`src/sv/lkv_pkg.sv`:
```
// ----------------------------------------------------------------------------
// lkv_pkg
// Shared types and constants of the lru key-value cache: beat payloads,
// operation codes, register map and size defaults.
// ----------------------------------------------------------------------------
package lkv_pkg;

	localparam int MAX_ENTRIES_DEF = 16;

	localparam int DATA_W  = 32;
	localparam int LIMIT_W = 5;
	localparam int PADDR_W = 3;
	localparam int PDATA_W = 32;

	// register index is paddr without the byte bits
	localparam int REG_IDX_W = PADDR_W - 2;
	localparam logic [REG_IDX_W-1:0] REG_ENTRY_LIMIT = 1'b0;

	localparam logic [LIMIT_W-1:0] LIMIT_RESET = 5'd16;

	localparam logic signed [DATA_W-1:0] READ_MISS = -32'sd1;

	typedef enum logic {
		OP_GET = 1'b0,
		OP_PUT = 1'b1
	} opcode_t;

	typedef struct packed {
		opcode_t                   opcode;
		logic signed [DATA_W-1:0]  lookup_key;
		logic signed [DATA_W-1:0]  put_value;
	} lkv_req_t;

	typedef struct packed {
		logic                      hit;
		logic signed [DATA_W-1:0]  read_value;
	} lkv_rsp_t;

endpackage

```
`src/sv/lru_key_value_cache_unit.sv`:
```
// A get result is registered in the reply state after the scan, drain and
// update states; a put goes back to idle after the update. No request is
// taken until idle. The time is set by the key scan, one entry per cycle
// through the single compare unit and the key/value memory read port.
// Reset clears all valid marks and ranks at once and sets entry_limit to 16;
// there is no clearing pass.
// ----------------------------------------------------------------------------
// lru_key_value_cache_unit
// Fully associative key-value cache with lru replacement. A sequencer scans
// the entries through one compare unit, then updates ranks and memories.
// ----------------------------------------------------------------------------
module lru_key_value_cache_unit
	import lkv_pkg::*;
#(
	parameter int MAX_ENTRIES = MAX_ENTRIES_DEF
) (
	input  logic                clk,
	input  logic                arst_n,
	// request channel
	input  logic                req_valid,
	output logic                req_stall,
	input  lkv_req_t            req,
	// response channel
	output logic                rsp_valid,
	input  logic                rsp_stall,
	output lkv_rsp_t            rsp,
	// configuration port
	input  logic                psel,
	input  logic                penable,
	input  logic                pwrite,
	input  logic [PADDR_W-1:0]  paddr,
	input  logic [PDATA_W-1:0]  pwdata,
	output logic [PDATA_W-1:0]  prdata,
	output logic                pready
);

	localparam int SLOT_W = $clog2(MAX_ENTRIES);
	localparam int RANK_W = $clog2(MAX_ENTRIES);
	localparam int CNT_W  = $clog2(MAX_ENTRIES + 1);
	localparam int CMP_W  = (CNT_W > LIMIT_W) ? CNT_W : LIMIT_W;

	typedef enum logic [2:0] {
		ST_IDLE,
		ST_SCAN,
		ST_DRAIN,
		ST_UPDATE,
		ST_REPLY
	} state_t;

	function automatic logic [CNT_W-1:0] clamp_limit(input logic [LIMIT_W-1:0] raw);
		logic [CMP_W-1:0] wide;
		wide = CMP_W'(raw);
		if (wide == '0) begin
			wide = CMP_W'(1);
		end else if (wide > CMP_W'(MAX_ENTRIES)) begin
			wide = CMP_W'(MAX_ENTRIES);
		end
		return CNT_W'(wide);
	endfunction

	state_t                  state_q;
	logic [SLOT_W-1:0]       idx_q;
	lkv_req_t                req_q;
	logic                    rsp_valid_q;
	lkv_rsp_t                rsp_q;
	logic [LIMIT_W-1:0]      limit_q;

	logic [MAX_ENTRIES-1:0]  valid_q;
	logic [RANK_W-1:0]       rank_q [MAX_ENTRIES];

	// scan pipeline stage, aligned with the memory read data
	logic                    cmp_en_s1;
	logic [SLOT_W-1:0]       slot_s1;
	logic                    valid_s1;
	logic [RANK_W-1:0]       rank_s1;
	logic [DATA_W-1:0]       key_rd_s1;
	logic [DATA_W-1:0]       val_rd_s1;

	// scan results
	logic                    hit_q;
	logic [SLOT_W-1:0]       hit_slot_q;
	logic [RANK_W-1:0]       hit_rank_q;
	logic [DATA_W-1:0]       hit_value_q;
	logic [CNT_W-1:0]        count_q;
	logic                    free_found_q;
	logic [SLOT_W-1:0]       free_slot_q;
	logic                    lru_found_q;
	logic [SLOT_W-1:0]       lru_slot_q;
	logic [RANK_W-1:0]       lru_rank_q;

	logic                    req_take;
	logic                    cfg_wr;
	logic                    cfg_sel_limit;
	logic [CNT_W-1:0]        lim_eff;
	logic [CNT_W-1:0]        lim_new;
	logic                    has_room;
	logic                    do_promote;
	logic [SLOT_W-1:0]       tgt_slot;
	logic [CNT_W-1:0]        tgt_orank;
	logic                    key_wr;
	logic                    val_wr;
	logic                    rsp_free;

	assign req_stall = (state_q != ST_IDLE);
	assign req_take  = req_valid && !req_stall;
	assign rsp_valid = rsp_valid_q;
	assign rsp       = rsp_q;
	assign rsp_free  = !rsp_valid_q || !rsp_stall;

	// configuration port
	assign pready        = 1'b1;
	assign cfg_sel_limit = (paddr[PADDR_W-1:2] == REG_ENTRY_LIMIT);
	assign cfg_wr        = psel && penable && pwrite && pready && cfg_sel_limit;
	assign prdata        = cfg_sel_limit ? PDATA_W'(limit_q) : '0;
	assign lim_eff       = clamp_limit(limit_q);
	assign lim_new       = clamp_limit(pwdata[LIMIT_W-1:0]);

	always_ff @(posedge clk or negedge arst_n) begin
		if (!arst_n) begin
			limit_q <= LIMIT_RESET;
		end else if (cfg_wr) begin
			limit_q <= pwdata[LIMIT_W-1:0];
		end
	end

	// update decision after the scan
	assign has_room   = (count_q < lim_eff);
	assign do_promote = (state_q == ST_UPDATE) && (hit_q || req_q.opcode == OP_PUT);
	assign key_wr     = (state_q == ST_UPDATE) && (req_q.opcode == OP_PUT) && !hit_q;
	assign val_wr     = (state_q == ST_UPDATE) && (req_q.opcode == OP_PUT);

	always_comb begin
		if (hit_q) begin
			tgt_slot  = hit_slot_q;
			tgt_orank = CNT_W'(hit_rank_q);
		end else if (has_room) begin
			// new entry: every valid entry ages by one
			tgt_slot  = free_slot_q;
			tgt_orank = CNT_W'(MAX_ENTRIES);
		end else begin
			tgt_slot  = lru_slot_q;
			tgt_orank = CNT_W'(lru_rank_q);
		end
	end

	lkv_ram #(
		.DEPTH (MAX_ENTRIES),
		.WIDTH (DATA_W)
	) u_key_ram (
		.clk     (clk),
		.wr_en   (key_wr),
		.wr_addr (tgt_slot),
		.wr_data (req_q.lookup_key),
		.rd_addr (idx_q),
		.rd_data (key_rd_s1)
	);

	lkv_ram #(
		.DEPTH (MAX_ENTRIES),
		.WIDTH (DATA_W)
	) u_val_ram (
		.clk     (clk),
		.wr_en   (val_wr),
		.wr_addr (tgt_slot),
		.wr_data (req_q.put_value),
		.rd_addr (idx_q),
		.rd_data (val_rd_s1)
	);

	// sequencer
	always_ff @(posedge clk or negedge arst_n) begin
		if (!arst_n) begin
			state_q     <= ST_IDLE;
			idx_q       <= '0;
			cmp_en_s1   <= 1'b0;
			rsp_valid_q <= 1'b0;
		end else begin
			// the reply state loads the next beat itself
			if (rsp_valid_q && !rsp_stall && state_q != ST_REPLY) begin
				rsp_valid_q <= 1'b0;
			end
			cmp_en_s1 <= (state_q == ST_SCAN);
			slot_s1   <= idx_q;
			valid_s1  <= valid_q[idx_q];
			rank_s1   <= rank_q[idx_q];
			unique case (state_q)
				ST_IDLE: begin
					if (req_take) begin
						req_q   <= req;
						idx_q   <= '0;
						state_q <= ST_SCAN;
					end
				end
				ST_SCAN: begin
					if (idx_q == SLOT_W'(MAX_ENTRIES - 1)) begin
						state_q <= ST_DRAIN;
					end else begin
						idx_q <= idx_q + 1'b1;
					end
				end
				ST_DRAIN: begin
					state_q <= ST_UPDATE;
				end
				ST_UPDATE: begin
					state_q <= (req_q.opcode == OP_GET) ? ST_REPLY : ST_IDLE;
				end
				ST_REPLY: begin
					if (rsp_free) begin
						rsp_valid_q      <= 1'b1;
						rsp_q.hit        <= hit_q;
						rsp_q.read_value <= hit_q ? hit_value_q : READ_MISS;
						state_q          <= ST_IDLE;
					end
				end
				default: begin
					state_q <= ST_IDLE;
				end
			endcase
		end
	end

	// compare unit: one entry per cycle
	always_ff @(posedge clk or negedge arst_n) begin
		if (!arst_n) begin
			hit_q        <= 1'b0;
			free_found_q <= 1'b0;
			lru_found_q  <= 1'b0;
			count_q      <= '0;
		end else if (req_take) begin
			hit_q        <= 1'b0;
			free_found_q <= 1'b0;
			lru_found_q  <= 1'b0;
			count_q      <= '0;
		end else if (cmp_en_s1) begin
			if (valid_s1) begin
				count_q <= count_q + 1'b1;
				if (!hit_q && key_rd_s1 == $unsigned(req_q.lookup_key)) begin
					hit_q       <= 1'b1;
					hit_slot_q  <= slot_s1;
					hit_rank_q  <= rank_s1;
					hit_value_q <= val_rd_s1;
				end
				// the oldest entry holds the highest rank
				if (!lru_found_q || rank_s1 > lru_rank_q) begin
					lru_found_q <= 1'b1;
					lru_slot_q  <= slot_s1;
					lru_rank_q  <= rank_s1;
				end
			end else if (!free_found_q) begin
				free_found_q <= 1'b1;
				free_slot_q  <= slot_s1;
			end
		end
	end

	// valid marks and recency ranks
	always_ff @(posedge clk or negedge arst_n) begin
		if (!arst_n) begin
			valid_q <= '0;
			for (int j = 0; j < MAX_ENTRIES; j++) begin
				rank_q[j] <= '0;
			end
		end else if (do_promote) begin
			for (int j = 0; j < MAX_ENTRIES; j++) begin
				if (SLOT_W'(j) == tgt_slot) begin
					valid_q[j] <= 1'b1;
					rank_q[j]  <= '0;
				end else if (valid_q[j] && CNT_W'(rank_q[j]) < tgt_orank) begin
					rank_q[j] <= rank_q[j] + 1'b1;
				end
			end
		end else if (cfg_wr) begin
			// keep only the most recent entries within the new limit
			for (int j = 0; j < MAX_ENTRIES; j++) begin
				if (valid_q[j] && CNT_W'(rank_q[j]) >= lim_new) begin
					valid_q[j] <= 1'b0;
					rank_q[j]  <= '0;
				end
			end
		end
	end

`ifndef SYNTHESIS
	a_rsp_from_reply: assert property (@(posedge clk) disable iff (!arst_n)
		$rose(rsp_valid_q) |-> $past(state_q) == ST_REPLY)
		else $error("response beat raised outside reply");

	a_miss_value: assert property (@(posedge clk) disable iff (!arst_n)
		rsp_valid_q && !rsp_q.hit |-> rsp_q.read_value == READ_MISS)
		else $error("miss response without all-ones value");

	a_fill_in_limit: assert property (@(posedge clk) disable iff (!arst_n)
		$countones(valid_q) <= int'(lim_eff))
		else $error("more valid entries than the limit");

	a_take_starts_scan: assert property (@(posedge clk) disable iff (!arst_n)
		req_valid && !req_stall |=> state_q == ST_SCAN && idx_q == '0)
		else $error("accepted request did not start a scan");

	a_insert_target: assert property (@(posedge clk) disable iff (!arst_n)
		state_q == ST_UPDATE && req_q.opcode == OP_PUT && !hit_q
		|-> (has_room && free_found_q) || (!has_room && lru_found_q))
		else $error("put miss without a slot to fill");
`endif

endmodule

```
`src/sv/lkv_ram.sv`:
```
// ----------------------------------------------------------------------------
// lkv_ram
// Simple dual-port memory: one write port, one read port with registered
// read data. Contents are undefined until written.
// ----------------------------------------------------------------------------
module lkv_ram #(
	parameter int DEPTH = 16,
	parameter int WIDTH = 32
) (
	input  logic                      clk,
	input  logic                      wr_en,
	input  logic [$clog2(DEPTH)-1:0]  wr_addr,
	input  logic [WIDTH-1:0]          wr_data,
	input  logic [$clog2(DEPTH)-1:0]  rd_addr,
	output logic [WIDTH-1:0]          rd_data
);

	logic [WIDTH-1:0] mem [DEPTH];

	always_ff @(posedge clk) begin
		if (wr_en) begin
			mem[wr_addr] <= wr_data;
		end
	end

	always_ff @(posedge clk) begin
		rd_data <= mem[rd_addr];
	end

endmodule

```
`config.mk`:
```
export PLATFORM = sky130hd
export DESIGN_NAME = lru_key_value_cache_unit
export DESIGN_NICKNAME = d
export VERILOG_FILES = /design/src/sv/lkv_pkg.sv /design/src/sv/lru_key_value_cache_unit.sv /design/src/sv/lkv_ram.sv
export SDC_FILE = /design/constraint.sdc
export NUM_CORES = 1
export LEC_CHECK = 0
export ABC_AREA = 1
export BUFFER_PORTS_ARGS = -buffer_cell sky130_fd_sc_hd__clkbuf_2
export CORE_ASPECT_RATIO = 0.75
export CORE_UTILIZATION = 47
export DETAILED_ROUTE_END_ITERATION = 10
export PLACE_DENSITY = 0.61
export SYNTH_ARGS = -nofsm -noshare
export SYNTH_HDL_FRONTEND = slang
export SYNTH_SLANG_ARGS = --single-unit
```
`constraint.sdc`:
```
create_clock -name clk -period 6.06 [get_ports clk]
set_input_delay 0.606 -clock clk [delete_from_list [all_inputs] [get_ports clk]]
set_output_delay 0.606 -clock clk [all_outputs]
set_load 0.02 [all_outputs]
```
==> impl_metrics.yaml <==
die:
  num_rows: 108
  initial_core_util: 0.4769
  io_pins: 175
  die-area_um2: 119600
  die_w_um: 399.0
  core_um2: 116500
  fp.dieH_um: 299.7
worst_setup_path:
  regToRegStartpoint: "limit_q[4]$_DFFE_PN1P_"
  worstSetupPathType: "register to register"
  crit_chain: "inv_1 -> ha_1 -> a21o_1 -> nor2_4 -> nand3_4 -> nand2_1 -> ha_1 -> a21oi_1 -> o21bai_1 -> a21oi_1 -> o21ai_1 -> inv_1 -> nand2_1 -> nand3_1 -> nand2_1"
  slowest_delay_ns: 0.92
  crit_path_end_kind: "register"
  cp_data_required_time_ns: 6.71
  rrSetupSlack_ns: 1.82
  r2r_end: "rank_q[22]$_DFFE_PN0P_"
  worst_ep_arrival_time_ns: 4.90
  path_max_fanout: 37
  worst_setup_path_start_kind: "register"
  path_common_cell: "nand2_1"
  slowest_stage: "nand2_1"
  reg2reg_depth: 15
synthesis:
  ys_async_sr_fraction: 0.07561
  synth_area_leaders: "edfxtp_1 64%, o21ai_0 5.7%, dfrtp_1 4.5%, nor2_1 4.2%, ha_1 3.1%"
  synth_top_area_frac: 0.6395
  yosysMostFrequentCell: "edfxtp_1"
  synth-edff-count: 1183
  synth_seq_area_share: 0.7085
  avgSynthCellArea_um2: 12.62
  ys.flop_type: "edfxtp_1"
  yosysTopAreaCell: "edfxtp_1"
  synth_area_um2: 55550
  synth-seq-cells: 1349
  yosys_warnings: 0
  synth.distinct_cells: 45
  synth_common_cells: "1183 x edfxtp_1, 637 x o21ai_0, 625 x nor2_1"
  syn_inst: 4402
grt:
  met2_usage: 0.3358
  grt_pass1_vias: 32817
  grt_usage: 0.2296
  antenna_found_initial: 4
  top_usage_layer: "met1"
  gr-total-overflow: 0
  grt_first_pass_wirelength_um: 206000
  grt_max_degree: 201
  gr-usage-met1: 0.3467
  use_met3: 0.05040
sta:
  setup_violations: 0
  fmax_mhz: 235.6
  hold_viol: 0
  post-route-min-period_ns: 4.245
  slew_violations: 0
  fin_crit_sh: 0.7004
  worstMarginPinSlew_ns: 1.205
  max_slew_margin: 0.1921
  rsz0062_at_grt: "no"
  tns_ns: 0
  finClkSkew_ns: 0.02869
power_and_ir_drop:
  power_density_nw_per_um2: 404.3
  ir_worst_vdd_mv: 0.4309
  leakage_nw: 21.99
clock_tree:
  cts_resized: 0
  cts_buffers: 133
  cts.path.max_buffers: 3
  path_clk_slew_ns: 0.06
  cts_root_buf: "clkbuf_16"
  clkLatencyLatePin_ns: 0.77
  cts_tree: "yes"
  cts-htree-levels: 4
  clock-sinks: 1349
placed_design:
  gp_congestion: 0.8211
  port_buffers: 117
  dp_hpwl_um: 72310
drt:
  drt-total-wl_um: 138100
  drc: 0
  postRouteAntennaNets: 0
  viasPerCell: 5.711
  wl_per_cell_um: 22.38
  drt_iter0_drc: 3345
  vias: 35251
  firstDrtPassIters: 6
cells_and_area:
  finalCoreUtilization: 0.5390
  areaGrowthSynthToFinish_pct: 13.03
  fin_nets: 4767
  fillCellCount: 9709
  drive_gt1_frac: 0.1155
job:
  cap_violations: 0
hold_path:
  hold_path_startpoint: "req[13]"
  min_delay_path_depth: 1
  min_to: "req_q[13]$_DFFE_PP_"
  worstHoldPathType: "input port to register"
run_status:
  status: "complete, no violations"
[worst max-delay path by stage]
stage                                       from                      end  cells after the start  slack (ns)
after floorplan              req_q[33]$_DFFE_PP_  hit_rank_q[0]$_DFFE_PP_                      6        0.38
after global placement    limit_q[4]$_DFFE_PN1P_   rank_q[48]$_DFFE_PN0P_                     15        1.96
after detailed placement  limit_q[4]$_DFFE_PN1P_   rank_q[48]$_DFFE_PN0P_                     15        1.88
after CTS                 limit_q[4]$_DFFE_PN1P_   rank_q[48]$_DFFE_PN0P_                     15        1.86
after global routing      limit_q[3]$_DFFE_PN0P_   rank_q[62]$_DFFE_PN0P_                     19        1.46
final                     limit_q[4]$_DFFE_PN1P_   rank_q[22]$_DFFE_PN0P_                     15        1.82
[critical path: cells and delay by family, from the launching register on]
family	cells	cell delay [ns]
buf+inv	2	0.24
flops	1	0.54
compound gates	5	0.65
simple gates	6	1.94
fa+ha+maj	2	0.73
[registers in the layout, summed over array words and instances (netlist names), 4 cells and up]
register	flops
u_val_ram.rd_data	32
valid_q	16
hit_value_q	32
slot_s1	4
lru_rank_q	4
rank_s1	4
u_key_ram.mem	512
u_key_ram.rd_data	32
req_q	65
hit_slot_q	4
count_q	5
u_val_ram.mem	512
limit_q	5
free_slot_q	4
hit_rank_q	4
idx_q	4
rank_q	64
rsp	33
lru_slot_q	4
[metal layers]
layer	vias up	share of wire	wire length, um
met2	1263	0.44	60310
met5	-	0.000094	13
li1	16432	-	-
met4	2	0.018	2525
met3	182	0.081	11140
met1	17372	0.46	64140
[kinds of logic (layout without fill, tap and decap cells)]
group | count (synthesis) | count (layout) | synth area share
adder cells (fa/ha/maj) | 138 | 138 | 0.03108
AO/OA/AOI/OAI | 1073 | 1073 | 0.1163
XOR/XNOR | 57 | 57 | 0.008987
flip-flops | 1349 | 1349 | 0.7085
other | 2 | 29 | 0.0001352
buffers and inverters | 441 | 644 | 0.03232
AND/OR/NAND/NOR | 1342 | 1342 | 0.1026
[stage by stage]
step                area [um^2]  hold WS [ns]  power [W]  setup WS, ns  std cells
floorplan                 55650        0.3104    0.01525        0.3761       4428
global placement          57840        0.3883    0.01708         1.961       5876
detailed placement        57840        0.3887    0.01717         1.880       5876
CTS                       62780      0.003172    0.02551         1.865       6171
global route              62780       0.02597    0.02656         1.463       6171
finish                    62790       0.05320    0.02538         1.815       6172
[where the power goes]
group          internal, W  switching (W)
registers           0.0109       0.000448
clock network      0.00482        0.00352
logic              0.00161        0.00412
[layout make-up]
| type | instances | area, um^2 | share of cell area |
|---|---|---|---|
| Sequential cell | 1349 | 39370 | 0.6271 |
| Multi-Input combinational cell | 2638 | 14730 | 0.2346 |
| Clock buffer | 185 | 3819 | 0.06082 |
| Tap cell | 1540 | 1927 | 0.03069 |
| Timing Repair Buffer | 235 | 1689 | 0.02690 |
| Inverter | 165 | 638.1 | 0.01016 |
| Clock inverter | 59 | 610.6 | 0.009725 |
| Antenna cell | 1 | 2.502 | 0.00003986 |
[repair_timing]
item	in CTS	in global routing
hold endpoints to repair	94	0
setup buffers	0	0
hold buffers	51	0
[cells in the final DEF (no fill, tap or decap), drive strengths merged, types with 16 or more instances in the layout]
cell type	synthesis	final
a21boi	16	16
a21oi	52	52
buf	47	68
clkbuf	229	301
clkinv	3	43
conb	2	28
dfrtp	101	101
dfxtp	64	64
dlygate4sd3	0	51
edfxtp	1183	1183
ha	138	138
inv	162	170
nand2	395	395
nand3	201	201
nand4	37	37
nor2	645	645
nor3	17	17
o211ai	81	81
o21ai	644	644
o221ai	186	186
o22ai	78	78
or2	42	42
xnor2	20	20
xor2	37	37
(Power assumes the default switching activity.)
